`src/sv/assert_macros.svh`:
```
// Assertion macros for the RTL file that carries concurrent checks.
`ifndef ASSERT_MACROS_SVH
`define ASSERT_MACROS_SVH

// Same-cycle implication, sampled on the rising edge of clk, off during reset.
`define ASSERT_IMPLIES(label, ante, cons) \
	label: assert property (@(posedge clk) disable iff (!arst_n) (ante) |-> (cons)) \
		else $error("implication check failed");

// Next-cycle implication, sampled on the rising edge of clk, off during reset.
`define ASSERT_NEXT(label, ante, cons) \
	label: assert property (@(posedge clk) disable iff (!arst_n) (ante) |=> (cons)) \
		else $error("next-cycle check failed");

`endif

```
`src/sv/crtc_pkg.sv`:
```
// Package with the types, codes and constants of the relay countdown timer controller.
package crtc_pkg;

	typedef enum logic [2:0] {
		PH_RESET    = 3'd0,
		PH_STANDBY  = 3'd1,
		PH_START    = 3'd2,
		PH_COUNTING = 3'd3,
		PH_PAUSING  = 3'd4,
		PH_PAUSED   = 3'd5,
		PH_END      = 3'd6
	} phase_t;

	typedef enum logic [1:0] {
		SEQ_IDLE = 2'd0,
		SEQ_MUL  = 2'd1,
		SEQ_DIV  = 2'd2,
		SEQ_DONE = 2'd3
	} seq_t;

	localparam logic       OP_TICK = 1'b0;
	localparam logic       OP_PASS = 1'b1;

	localparam logic [2:0] BTN_NONE        = 3'd0;
	localparam logic [2:0] BTN_START_SHORT = 3'd1;
	localparam logic [2:0] BTN_START_LONG  = 3'd2;
	localparam logic [2:0] BTN_PLUS        = 3'd3;
	localparam logic [2:0] BTN_MINUS       = 3'd4;
	localparam logic [2:0] BTN_RELEASE     = 3'd5;

	localparam logic [2:0] REG_INITIAL_SET_TIME  = 3'd0;
	localparam logic [2:0] REG_DISPLAY_PIXELS    = 3'd1;
	localparam logic [2:0] REG_LIMIT_COUNTDOWN   = 3'd2;
	localparam logic [2:0] REG_LIMIT_SLOW_REPEAT = 3'd3;
	localparam logic [2:0] REG_LIMIT_FAST_REPEAT = 3'd4;
	localparam logic [2:0] REG_LIMIT_PICTURES    = 3'd5;
	localparam logic [2:0] REG_LIMIT_END_HOLD    = 3'd6;
	localparam logic [2:0] REG_LIMIT_IDLE        = 3'd7;

	localparam logic [9:0] RST_INITIAL_SET_TIME  = 10'd150;
	localparam logic [7:0] RST_DISPLAY_PIXELS    = 8'd128;
	localparam logic [7:0] RST_LIMIT_COUNTDOWN   = 8'd9;
	localparam logic [7:0] RST_LIMIT_SLOW_REPEAT = 8'd39;
	localparam logic [7:0] RST_LIMIT_FAST_REPEAT = 8'd9;
	localparam logic [7:0] RST_LIMIT_PICTURES    = 8'd39;
	localparam logic [7:0] RST_LIMIT_END_HOLD    = 8'd99;
	localparam logic [7:0] RST_LIMIT_IDLE        = 8'd99;

	localparam logic [7:0] PICTURE_FIRST = 8'd0;
	localparam logic [7:0] PICTURE_LAST  = 8'd7;
	localparam logic [9:0] MAX_SET_TIME  = 10'd999;
	localparam logic [9:0] MIN_SET_TIME  = 10'd1;
	localparam logic [6:0] IDLE_LAST     = 7'd119;
	localparam logic [2:0] SLOW_STEPS    = 3'd5;

	// Quotient bits of the progress divide, most significant first.
	localparam int unsigned QUOT_BITS = 8;

	function automatic logic [9:0] clamp_set(input logic [9:0] v);
		logic [9:0] r;
		r = v;
		if (v < MIN_SET_TIME) begin
			r = MIN_SET_TIME;
		end else if (v > MAX_SET_TIME) begin
			r = MAX_SET_TIME;
		end
		return r;
	endfunction

endpackage

```
`src/sv/countdown_relay_timer_control.sv`:
```
// Top level of the relay countdown timer controller: event handling, state and progress divide.
// A request is taken in the idle state; the multiply state forms its progress numerator, the
// eight-step restoring divider for the progress bar divides it, one quotient bit a cycle, and
// the done state loads the result register once the output is free. A result still waiting
// at the output holds the done state, so no new request is taken before this one is loaded.
// Reset (arst_n low, asynchronous) puts the controller in the reset phase with the set time
// at 150 tenths, every counter cleared and configuration registers at documented defaults.
`include "assert_macros.svh"

module countdown_relay_timer_control
	import crtc_pkg::*;
(
	input  logic       clk,
	input  logic       arst_n,

	input  logic       item_valid,
	output logic       item_ready,
	input  logic       opcode,
	input  logic [2:0] button,

	output logic       result_valid,
	input  logic       result_ready,
	output logic       relay_on,
	output logic [9:0] display_value,
	output logic [7:0] progress_pixels,
	output logic [2:0] phase_code,
	output logic       store_request,
	output logic [9:0] store_value,

	input  logic       wr_en,
	input  logic [2:0] wr_index,
	input  logic [9:0] wr_data
);

	// Configuration registers. The initial set time is not kept: a write to it loads the set
	// time straight away, saturated into the legal range.
	logic [7:0] display_pixels_q;
	logic [7:0] limit_countdown_q;
	logic [7:0] limit_slow_q;
	logic [7:0] limit_fast_q;
	logic [7:0] limit_pictures_q;
	logic [7:0] limit_end_hold_q;
	logic [7:0] limit_idle_q;

	// Controller state.
	phase_t     phase_q;
	logic [9:0] set_time_q;
	logic       set_changed_q;
	logic [9:0] remaining_q;
	logic [7:0] tick_count_q;
	logic [7:0] tick_limit_q;
	logic       end_hold_q;
	logic [2:0] repeat_q;
	logic [6:0] idle_q;
	logic [7:0] picture_q;
	logic       first_press_q;
	logic       relay_q;
	logic       pending_q;

	// Next values of the controller state for the request at the ports.
	phase_t     n_phase;
	logic [9:0] n_set;
	logic       n_chg;
	logic [9:0] n_rem;
	logic [7:0] n_tick;
	logic [7:0] n_lim;
	logic       n_eh;
	logic [2:0] n_rep;
	logic [6:0] n_idle;
	logic [7:0] n_pic;
	logic       n_first;
	logic       n_relay;
	logic       n_pend;

	// Sequencer and divider.
	seq_t       seq_q;
	seq_t       seq_d;
	logic       take_item;
	logic       load_result;
	logic [17:0] div_rem_q;
	logic [7:0] quot_q;
	logic [2:0] bit_q;
	logic [17:0] divisor_sh;
	logic       fits;
	logic       prog_en;
	logic [9:0] elapsed;
	logic [17:0] product;

	// Result registers.
	logic       res_valid_q;
	logic       relay_on_q;
	logic [9:0] display_q;
	logic [7:0] progress_q;
	logic [2:0] phase_code_q;
	logic       store_req_q;
	logic [9:0] store_val_q;

	assign take_item = item_valid && item_ready;

	// Configuration writes: the user sends them only while no request is in flight, unchecked.
	always_ff @(posedge clk or negedge arst_n) begin
		if (!arst_n) begin
			display_pixels_q  <= RST_DISPLAY_PIXELS;
			limit_countdown_q <= RST_LIMIT_COUNTDOWN;
			limit_slow_q      <= RST_LIMIT_SLOW_REPEAT;
			limit_fast_q      <= RST_LIMIT_FAST_REPEAT;
			limit_pictures_q  <= RST_LIMIT_PICTURES;
			limit_end_hold_q  <= RST_LIMIT_END_HOLD;
			limit_idle_q      <= RST_LIMIT_IDLE;
		end else if (wr_en) begin
			unique case (wr_index)
				REG_DISPLAY_PIXELS:    display_pixels_q  <= wr_data[7:0];
				REG_LIMIT_COUNTDOWN:   limit_countdown_q <= wr_data[7:0];
				REG_LIMIT_SLOW_REPEAT: limit_slow_q      <= wr_data[7:0];
				REG_LIMIT_FAST_REPEAT: limit_fast_q      <= wr_data[7:0];
				REG_LIMIT_PICTURES:    limit_pictures_q  <= wr_data[7:0];
				REG_LIMIT_END_HOLD:    limit_end_hold_q  <= wr_data[7:0];
				REG_LIMIT_IDLE:        limit_idle_q      <= wr_data[7:0];
				default: begin
				end
			endcase
		end
	end

	// Event handling for one request. A tick only advances the tick counter; for a pass the steps
	// run in order: the button event first, then the check for an exhausted countdown, then the
	// due action when the tick counter has reached the current limit.
	always_comb begin
		n_phase = phase_q;
		n_set   = set_time_q;
		n_chg   = set_changed_q;
		n_rem   = remaining_q;
		n_tick  = tick_count_q;
		n_lim   = tick_limit_q;
		n_eh    = end_hold_q;
		n_rep   = repeat_q;
		n_idle  = idle_q;
		n_pic   = picture_q;
		n_first = first_press_q;
		n_relay = relay_q;
		n_pend  = 1'b0;

		if (opcode == OP_TICK) begin
			n_tick = tick_count_q + 8'd1;
		end else begin
			if (button == BTN_START_SHORT || button == BTN_START_LONG) begin
				// Start, pause, or a long press that abandons a paused run.
				if (n_phase == PH_PAUSED && button == BTN_START_LONG) begin
					n_phase = PH_RESET;
					n_tick  = 8'd0;
				end else if (n_phase == PH_PAUSED || n_phase == PH_STANDBY ||
						n_phase == PH_RESET) begin
					n_phase = PH_START;
					n_lim   = limit_countdown_q;
					n_tick  = 8'd0;
					n_relay = 1'b1;
					if (n_rem != 10'd0) begin
						n_rem = n_rem - 10'd1;
					end
				end else if (n_phase == PH_COUNTING) begin
					n_phase = PH_PAUSING;
					n_lim   = 8'd0;
					n_relay = 1'b0;
				end
				n_idle = 7'd0;
			end else if (button == BTN_PLUS || button == BTN_MINUS) begin
				// Adjustment: one step on the first press, auto-repeat afterwards.
				if (n_phase == PH_RESET || n_phase == PH_PAUSED || n_phase == PH_STANDBY) begin
					if (n_phase == PH_STANDBY) begin
						n_phase = PH_RESET;
					end
					n_lim = (n_rep < SLOW_STEPS) ? limit_slow_q : limit_fast_q;
					if (!n_first) begin
						if (button == BTN_PLUS) begin
							if (n_phase != PH_PAUSED) begin
								if (n_set < MAX_SET_TIME) begin
									n_set = n_set + 10'd1;
									n_chg = 1'b1;
								end
							end else if (n_rem < n_set) begin
								n_rem = n_rem + 10'd1;
							end
						end else begin
							if (n_phase != PH_PAUSED) begin
								n_chg = 1'b1;
								if (n_set > MIN_SET_TIME) begin
									n_set = n_set - 10'd1;
								end
							end else if (n_rem > MIN_SET_TIME) begin
								n_rem = n_rem - 10'd1;
							end
						end
						n_tick  = 8'd0;
						n_first = 1'b1;
					end
					n_idle = 7'd0;
				end
			end else if (button == BTN_RELEASE) begin
				if (n_phase == PH_RESET) begin
					n_rem = n_set;
					n_lim = limit_idle_q;
				end else if (n_phase == PH_PAUSED) begin
					n_lim = limit_idle_q;
				end else if (n_phase == PH_PAUSING) begin
					n_phase = PH_PAUSED;
				end else if (n_phase == PH_START) begin
					n_phase = PH_COUNTING;
				end
				n_rep   = 3'd0;
				n_first = 1'b0;
			end

			// A run with nothing left goes to the end phase and drops the relay.
			if (n_rem == 10'd0 && n_phase != PH_END) begin
				n_phase = PH_END;
				n_lim   = limit_end_hold_q;
				n_relay = 1'b0;
			end

			if (n_lim != 8'd0) begin
				if (n_tick >= n_lim) begin
					if (n_phase == PH_COUNTING) begin
						if (n_rem != 10'd0) begin
							n_rem = n_rem - 10'd1;
						end
					end else if (n_phase == PH_END) begin
						if (!n_eh) begin
							n_eh = 1'b1;
						end else begin
							n_eh    = 1'b0;
							n_phase = PH_RESET;
						end
					end else if (button == BTN_PLUS) begin
						if (n_phase != PH_PAUSED) begin
							if (n_set < MAX_SET_TIME) begin
								n_set = n_set + 10'd1;
								n_chg = 1'b1;
							end
						end else if (n_rem < n_set) begin
							n_rem = n_rem + 10'd1;
						end
						if (n_rep < SLOW_STEPS) begin
							n_rep = n_rep + 3'd1;
						end
					end else if (button == BTN_MINUS) begin
						if (n_phase != PH_PAUSED) begin
							n_chg = 1'b1;
							if (n_set > MIN_SET_TIME) begin
								n_set = n_set - 10'd1;
							end
						end else if (n_rem > MIN_SET_TIME) begin
							n_rem = n_rem - 10'd1;
						end
						if (n_rep < SLOW_STEPS) begin
							n_rep = n_rep + 3'd1;
						end
					end else begin
						if (n_phase == PH_STANDBY) begin
							n_pic = (n_pic < PICTURE_LAST) ? n_pic + 8'd1 : PICTURE_FIRST;
						end
						if (n_phase == PH_PAUSED || n_phase == PH_RESET) begin
							if (n_idle < IDLE_LAST) begin
								n_idle = n_idle + 7'd1;
							end else begin
								// Idle timeout: drop to standby, and ask for the set time
								// to be saved if it was changed.
								n_rem = n_set;
								if (n_chg) begin
									n_pend = 1'b1;
									n_chg  = 1'b0;
								end
								n_phase = PH_STANDBY;
								n_pic   = PICTURE_FIRST;
								n_lim   = limit_pictures_q;
							end
						end
					end
					n_tick = 8'd0;
				end
			end else begin
				n_tick = 8'd0;
			end
		end
	end

	// State registers take the new values when a request is accepted. The set time is also
	// loaded by a configuration write of the initial set time.
	always_ff @(posedge clk or negedge arst_n) begin
		if (!arst_n) begin
			phase_q       <= PH_RESET;
			set_time_q    <= clamp_set(RST_INITIAL_SET_TIME);
			set_changed_q <= 1'b0;
			remaining_q   <= 10'd0;
			tick_count_q  <= 8'd0;
			tick_limit_q  <= 8'd0;
			end_hold_q    <= 1'b0;
			repeat_q      <= 3'd0;
			idle_q        <= 7'd0;
			picture_q     <= PICTURE_FIRST;
			first_press_q <= 1'b0;
			relay_q       <= 1'b0;
			pending_q     <= 1'b0;
		end else if (take_item) begin
			phase_q       <= n_phase;
			set_time_q    <= n_set;
			set_changed_q <= n_chg;
			remaining_q   <= n_rem;
			tick_count_q  <= n_tick;
			tick_limit_q  <= n_lim;
			end_hold_q    <= n_eh;
			repeat_q      <= n_rep;
			idle_q        <= n_idle;
			picture_q     <= n_pic;
			first_press_q <= n_first;
			relay_q       <= n_relay;
			pending_q     <= n_pend;
		end else if (wr_en && wr_index == REG_INITIAL_SET_TIME) begin
			set_time_q <= clamp_set(wr_data);
		end
	end

	// Sequencer: take a request, form the progress numerator, divide it, hand it out.
	always_comb begin
		seq_d = seq_q;
		unique case (seq_q)
			SEQ_IDLE: begin
				if (item_valid) begin
					seq_d = SEQ_MUL;
				end
			end
			SEQ_MUL:  seq_d = SEQ_DIV;
			SEQ_DIV: begin
				if (bit_q == 3'd0) begin
					seq_d = SEQ_DONE;
				end
			end
			SEQ_DONE: begin
				if (!res_valid_q || result_ready) begin
					seq_d = SEQ_IDLE;
				end
			end
			default:  seq_d = SEQ_IDLE;
		endcase
	end

	always_comb begin
		item_ready  = 1'b0;
		load_result = 1'b0;
		unique case (seq_q)
			SEQ_IDLE: item_ready  = 1'b1;
			SEQ_DONE: load_result = !res_valid_q || result_ready;
			default: begin
			end
		endcase
	end

	always_ff @(posedge clk or negedge arst_n) begin
		if (!arst_n) begin
			seq_q <= SEQ_IDLE;
		end else begin
			seq_q <= seq_d;
		end
	end

	// Progress is only shown while a run is under way and nothing exceeds the set time.
	assign prog_en = phase_q != PH_STANDBY && phase_q != PH_RESET && remaining_q <= set_time_q;
	assign elapsed = set_time_q - remaining_q;
	assign product = 18'(display_pixels_q) * 18'(elapsed);

	// Restoring divide: the quotient never exceeds the bar width, so eight bits suffice.
	assign divisor_sh = 18'(set_time_q) << bit_q;
	assign fits       = div_rem_q >= divisor_sh;

	always_ff @(posedge clk) begin
		if (seq_q == SEQ_MUL) begin
			div_rem_q <= prog_en ? product : 18'd0;
			quot_q    <= 8'd0;
			bit_q     <= 3'(QUOT_BITS - 1);
		end else if (seq_q == SEQ_DIV) begin
			if (fits) begin
				div_rem_q     <= div_rem_q - divisor_sh;
				quot_q[bit_q] <= 1'b1;
			end
			bit_q <= bit_q - 3'd1;
		end
	end

	// Output register: holds a finished result until it is taken.
	always_ff @(posedge clk or negedge arst_n) begin
		if (!arst_n) begin
			res_valid_q <= 1'b0;
		end else if (load_result) begin
			res_valid_q <= 1'b1;
		end else if (result_ready) begin
			res_valid_q <= 1'b0;
		end
	end

	always_ff @(posedge clk) begin
		if (load_result) begin
			relay_on_q   <= relay_q;
			progress_q   <= quot_q;
			phase_code_q <= phase_q;
			store_req_q  <= pending_q;
			store_val_q  <= pending_q ? set_time_q : 10'd0;
			if (phase_q == PH_STANDBY) begin
				display_q <= 10'(picture_q);
			end else if (phase_q == PH_RESET) begin
				display_q <= set_time_q;
			end else begin
				display_q <= remaining_q;
			end
		end
	end

	assign result_valid    = res_valid_q;
	assign relay_on        = relay_on_q;
	assign display_value   = display_q;
	assign progress_pixels = progress_q;
	assign phase_code      = phase_code_q;
	assign store_request   = store_req_q;
	assign store_value     = store_val_q;

	// A save request only ever goes out with the entry to standby.
	`ASSERT_IMPLIES(a_store_in_standby, result_valid && store_request,
		phase_code == PH_STANDBY)
	// The divider never produces more pixels than the bar is wide.
	`ASSERT_IMPLIES(a_progress_bound, seq_q == SEQ_DONE, quot_q <= display_pixels_q)
	// The relay is driven only while a run is starting or counting.
	`ASSERT_IMPLIES(a_relay_phase, relay_q, phase_q == PH_START || phase_q == PH_COUNTING)

endmodule
```
`config.mk`:
```
export PLATFORM = sky130hd
export DESIGN_NAME = countdown_relay_timer_control
export DESIGN_NICKNAME = d
export VERILOG_FILES = /design/src/sv/crtc_pkg.sv /design/src/sv/countdown_relay_timer_control.sv
export VERILOG_INCLUDE_DIRS = /design/src /design/src/sv
export SDC_FILE = /design/constraint.sdc
export NUM_CORES = 1
export LEC_CHECK = 0
export ABC_AREA = 1
export BUFFER_PORTS_ARGS = -buffer_cell sky130_fd_sc_hd__buf_2
export CAP_MARGIN = 5
export CORE_UTILIZATION = 40
export CTS_BUF_LIST = sky130_fd_sc_hd__clkbuf_16
export DETAILED_ROUTE_END_ITERATION = 7
export PLACE_DENSITY = 0.63
export SYNTH_ARGS = -nofsm -noshare
export SYNTH_HDL_FRONTEND = slang
export SYNTH_SLANG_ARGS = --single-unit
```
`constraint.sdc`:
```
create_clock -name clk -period 6.35 [get_ports clk]
set_input_delay 1.905 -clock clk [delete_from_list [all_inputs] [get_ports clk]]
set_output_delay 1.905 -clock clk [all_outputs]
set_load 0.02 [all_outputs]
```
==> results by group, run 1 <==
Run status
  • Status: finished clean

Timing
  • Clock period minus worst slack: 6.033 ns
  • Setup TNS: 0 ns
  • Final Cycle Share: 95.00%
  • Slew Limit Fails: 0
  • Hold slack: 0.4349 ns
  • Relative slew slack: 18.49%
  • Max Fclk: 0.1658 GHz
  • Worst Tran Pin Value: 1.220 ns
  • Setup violators final: 0
  • Fin Clk Skew: 0.01346 ns
  • Smallest setup slack after layout: 0.3173 ns
  • RSZ-0062 raised after global routing: yes
  • Fin. Hold Viols: 0

Die
  • Width of the die: 208.3 um
  • Core Region: 0.04195 sq mm
  • Die Ht: 208.3 um
  • Ports: 57
  • Initial Util: 40.60%
  • Die area: 0.04340 sq mm
  • Row count: 75

Synthesis
  • Synth Net Count: 2623
  • Ys flop type: dfrtp_1
  • EDFF count, synth: 51
  • Register area share after synthesis: 28.25%
  • Synth top area share: 14.11%
  • Synth cell count leaders: 609 x nand2_1, 335 x inv_1, 211 x nor2_1, 204 x o21ai_0, 125 x a21oi_1
  • Avg Cell Area, Syn: 6.959 sq um
  • Yosys Warn Count: 0
  • Leading post-synthesis cells by cell area: dfrtp_1 14%, nand2_1 13%, edfxtp_1 9.0%
  • Netlist cell types: 63
  • Synthesized area: 0.01703 sq mm
  • Cells after synthesis: 2447
  • Most frequent cell after synthesis: nand2_1
  • FFs w/ async S/R, synth: 66.12%
  • Yosys top cell by area: dfrtp_1
  • #FFs+latches synth: 183

Routing
  • Vias per cell: 5.468
  • Drt total wl: 56620 um
  • Via count: 16850
  • Drt wl/cell: 18.38 um
  • DRC viols: 0
  • Antenna viol nets, final: 0
  • Pre-antenna DRT Iters: 5
  • Drt initial violations: 1417

Critical path
  • Reg2reg end: div_rem_q[17]
  • Reg2Reg Depth: 36
  • Worst EP required: 6.56 ns
  • Crit path largest cell delay: 0.56 ns
  • CP max stage cell: dfstp_2
  • Most used cell, CP: nand2_1
  • R2r setup slk: 0.32 ns
  • Type of the worst setup path: reg2reg
  • CP Launch Type: flip-flop
  • CP Max Fanout: 7
  • Critical Path AT: 6.25 ns
  • CP endpoint kind: flip-flop
  • R2r startpoint: set_time_q[1]

Placed design
  • GPL Wtd Cong: 0.9665
  • Post-DP HPWL: 44170 um
  • Dpl ws: 0.05095 ns
  • Inst Count DP: 3048
  • Number of buffers added on ports: 56

Run
  • Max-cap violations: 0

Cells and area
  • Area taken by multi-input logic gates: 0.01056 sq mm
  • Nets: 2705
  • Sequential Area: 0.004811 sq mm
  • Fillcell total: 4247
  • Proportion of layout cells with a drive suffix above 1: 13.30%
  • Area Overhead vs Synth: 11.51%
  • Antenna diode count: 0
  • Post-route insts no fill: 3081

Clock network
  • TritonCTS buffer count: 17
  • Clock sinks: 183
  • Clock latency on the worst-skew pair: 0.47 ns
  • H-tree depth: 4
  • Longest Clk Path Bufs: 2
  • Root Buffer: clkbuf_16
  • Worst-path clk slew: 0.08 ns
  • CTS tree: yes

GRT
  • Global-route wire length before repair: 89620 um
  • GRT Total Usage: 26.48%
  • Initial antenna violation count: 1
  • Total congestion overflow: 0
  • Largest net degree at the start of global routing: 49
  • Vias in the first global route: 16460

Min path
  • Worst hold path type: reg2reg
  • Hold Path Depth: 0
  • Hold_sp: quot_q[4]
  • Hold worst-path end: progress_pixels[4]
## flip-flops by register name (all words and copies together) (netlist names), 10 cells and up
name / cells
div_rem_q: 18
remaining_q: 10
store_value: 10
set_time_q: 10
display_value: 10
## how the worst max path moves through the flow
stage | from | to | depth (start not counted)
final | set_time_q[1] | div_rem_q[17] | 36
after detailed placement | set_time_q[2] | div_rem_q[17] | 36
after global routing | remaining_q[3] | div_rem_q[17] | 34
after CTS | set_time_q[1] | div_rem_q[17] | 36
after global placement | set_time_q[2] | div_rem_q[17] | 36
after floorplan | button[2] | tick_count_q[5] | 26
## routing by layer
layer / routed length (um) / global-route usage (%) / part of all wire [%]
met3: 3805 / 4.483 / 6.7
met4: 1685 / 9.757 / 3.0
met1: 25030 / 34.84 / 44
met5: 8 / 0 / 0.014
met2: 26100 / 43.51 / 46
## stage by stage
stage          area [sq um]  utilization (%)
6_report              18990            45.27
2_1_floorplan         17030                -
4_1_cts               18840            44.90
3_5_place_dp          18290            43.60
5_1_grt               18990            45.27
3_3_place_gp          18290            43.60
## placed cells by master, fill, tap and decap left out, types with 48 or more instances in the layout
cell and count:
nand2_1 605, inv_1 333, nor2_1 208, o21ai_0 201
a21oi_1 117, nand3_1 103, ha_1 99, buf_4 98
dfrtp_1 96, nor3_1 57, buf_2 55, edfxtp_1 51
fa_1 48
## final cells by class
cell class / count / share of cell area (%)
clock buffers: 17 / 2.240
clock inverters: 15 / 0.6391
inverters: 368 / 7.287
multi-input cells: 1806 / 55.62
flip-flops and latches: 183 / 25.33
well taps: 539 / 3.551
repair buffers: 153 / 5.324
## cells by family after synthesis
family,count (synthesis),share of synthesized area (%)
buffers and inverters,458,10.68
AOI/OAI and AO/OA,510,17.25
and+or+nand+nor,1094,27.80
xor gates and xnor gates,44,2.263
muxes,4,0.2351
adders and majority gates,154,13.52
DFF,183,28.25
## worst max-delay path: cells and delay by family (launching register included)
family                     cells  cell delay (ns)
adders and majority gates      6             2.48
and+or+nand+nor               17             1.32
AOI/OAI and AO/OA              7             0.85
DFF                            1             0.56
buffers and inverters          5             0.44
xor gates and xnor gates       1             0.15
## what timing repair did
action,in CTS,in global routing
resized for setup,0,35
hold buffers,0,0
setup endpoints to repair,0,3
buffers inserted,0,1
Power of run 1 is not shown: default switching activity piles up to over one toggle a cycle in this logic, so the estimate is an artifact.
==> run 2: changes to the inputs <==
--- a/config.mk
+++ b/config.mk
@@ -9,6 +9,7 @@
 export ABC_AREA = 1
 export BUFFER_PORTS_ARGS = -buffer_cell sky130_fd_sc_hd__buf_2
 export CAP_MARGIN = 5
+export CORE_ASPECT_RATIO = 0.9
 export CORE_UTILIZATION = 40
 export CTS_BUF_LIST = sky130_fd_sc_hd__clkbuf_16
 export DETAILED_ROUTE_END_ITERATION = 7
==> results by group, run 2 (synthesis gave the netlist of run 1 again) <==
Run status
  • Status: finished clean

Timing
  • Slew Limit Fails: 0 (unchanged)
  • Worst Tran Pin Value: 1.232 ns (+0.01234 ns)
  • Fin Clk Skew: 0.02478 ns (+0.01132 ns)
  • Max Fclk: 0.1610 GHz (-2.9%)
  • Hold slack: 0.4378 ns (+0.002844 ns)
  • Fin. Hold Viols: 0 (unchanged)
  • Final Cycle Share: 97.80% (+2.8 points)
  • Relative slew slack: 17.30% (-1.2 points)
  • Clock period minus worst slack: 6.210 ns (+0.1777 ns)
  • RSZ-0062 raised after global routing: yes
  • Setup violators final: 0 (unchanged)

Min path
  • Hold_sp: quot_q[0]
  • Worst hold path type: reg2reg
  • Hold Path Depth: 0 (unchanged)
  • Hold worst-path end: progress_pixels[0]

GRT
  • Met1 Usage GRT: 36.81% (+2.0 points)
  • Total congestion overflow: 0 (unchanged)
  • Vias in the first global route: 16420 (-0.25%)
  • Grt met2 use: 42.47% (-1.0 points)
  • M3 GR Usage: 6.006% (+1.5 points)
  • Global-route wire length before repair: 90220 um (+0.67%)
  • GRT Total Usage: 27.02% (+0.54 points)
  • GRT Max-Usage Layer: met2
  • Largest net degree at the start of global routing: 45 (-8.2%)
  • Initial antenna violation count: 0 (-1)

Clock network
  • H-tree depth: 4 (unchanged)
  • TritonCTS buffer count: 17 (unchanged)
  • Root Buffer: clkbuf_16
  • Worst-path clk slew: 0.08 ns (about the same)
  • Longest Clk Path Bufs: 2 (unchanged)
  • Clock sinks: 183 (unchanged)
  • CTS tree: yes
  • Clock latency on the worst-skew pair: 0.48 ns (about the same)

Die
  • Core Region: 0.04184 sq mm (-0.25%)
  • Die Ht: 197.7 um (-5.1%)
  • Ports: 57 (unchanged)
  • Row count: 71 (-5.3%)
  • Initial Util: 40.70% (+0.10 points)
  • Die area: 0.04340 sq mm (about the same)
  • Width of the die: 219.5 um (+5.4%)

Critical path
  • Most used cell, CP: nand2_1
  • Critical path launch point: set_time_q[2]
  • Worst EP required: 6.56 ns (about the same)
  • CP max stage cell: dfstp_2
  • Reg2Reg Depth: 34 (-5.6%)
  • Delay-heaviest family, CP: adder cells
  • R2r setup slk: 0.14 ns (-0.18 ns)
  • CP endpoint kind: flip-flop
  • WP buf/inv: 7 (+2)
  • Crit path largest cell delay: 0.56 ns (about the same)
  • Type of the worst setup path: reg2reg
  • Reg2reg end: div_rem_q[17]
  • R2r startpoint: set_time_q[2]
  • Critical Path AT: 6.42 ns (+0.17 ns)
  • CP Launch Type: flip-flop
  • CP Max Fanout: 4 (-3)

Routing
  • Pre-antenna DRT Iters: 6 (+1)
  • DRC viols: 0 (unchanged)
  • Drt total wl: 57340 um (+1.3%)
  • Via count: 16910 (+0.36%)
  • Drt initial violations: 1750 (+24%)
  • Vias per cell: 5.491 (+0.42%)
  • Antenna viol nets, final: 0 (unchanged)
  • Drt wl/cell: 18.62 um (+1.3%)

Cells and area
  • Area Overhead vs Synth: 11.56% (about the same)
  • Antenna diode count: 0 (unchanged)
  • Commonest non-fill, non-tap cell in the layout: nand2_1
  • Fillcell total: 4270 (+0.54%)
  • Max FFs per register: 18 (unchanged)
  • Commonest cells after routing, fill and taps aside: 602 x nand2_1, 330 x inv_1, 208 x nor2_1
  • Proportion of layout cells with a drive suffix above 1: 13.11% (-0.18 points)
  • Nets: 2695 (-0.37%)
  • Reg with most FFs: div_rem_q

Placed design
  • Post-DP HPWL: 44200 um (about the same)
  • Number of buffers added on ports: 56 (unchanged)
  • GPL Wtd Cong: 0.9931 (+2.8%)

Run
  • Max-cap violations: 0 (unchanged)
-- run 2: worst max-delay path by stage --
stage | to | depth (start not counted)
floorplan | tick_count_q[5] | 26
global placement | div_rem_q[17] | 38
detailed placement | div_rem_q[17] | 36
CTS | div_rem_q[17] | 36
global route | div_rem_q[17] | 41
finish | div_rem_q[17] | 34
-- run 2: layer usage --
layer,vias to the layer above,share of wire (%)
met3,88,8.8
met2,711,44
met1,7936,45
li1,8173,-
met5,-,0
met4,0,2.1
-- run 2: final cells by class --
| class | instances | area, sq um | share of cell area (%) |
|---|---|---|---|
| multi-input combinational | 1806 | 10560 | 55.58 |
| sequential | 183 | 4811 | 25.32 |
| inverter | 368 | 1385 | 7.291 |
| timing repair buffer | 143 | 973.4 | 5.124 |
| tap | 547 | 684.4 | 3.603 |
| clock buffer | 17 | 425.4 | 2.239 |
| clock inverter | 15 | 158.9 | 0.8365 |
-- run 2: metrics by stage --
stage	area, sq um	util [%]	instances	TNS [ns]	setup WS [ns]
after detailed placement	18230	43.57	3042	-0.04835	-0.04835
after floorplan	17030	-	2447	0	0.1050
after global placement	18230	43.57	3042	0	0.04815
after CTS	18820	44.98	3074	0	0.01641
after global routing	19000	45.40	3079	-0.2536	-0.2208
final	19000	45.40	3079	0	0.1396
-- run 2: worst register-to-register path, delay by kind of cell (launching register included) --
kind | cells | cell delay (ns)
compound gates | 5 | 0.68
xor+xnor | 1 | 0.17
fa+ha+maj | 6 | 2.49
buf+inv | 7 | 0.69
flops | 1 | 0.56
simple gates | 15 | 1.35
-- run 2: timing repair --
action                                  4_1_cts  5_1_grt
pin swaps                                     0       16
hold buffers                                  0        0
gates cloned                                  0        0
endpoints found under the setup margin        1        3
setup buffers                                 0        5
resized for setup                             2       36
Power of run 2 is left out for the same reason.
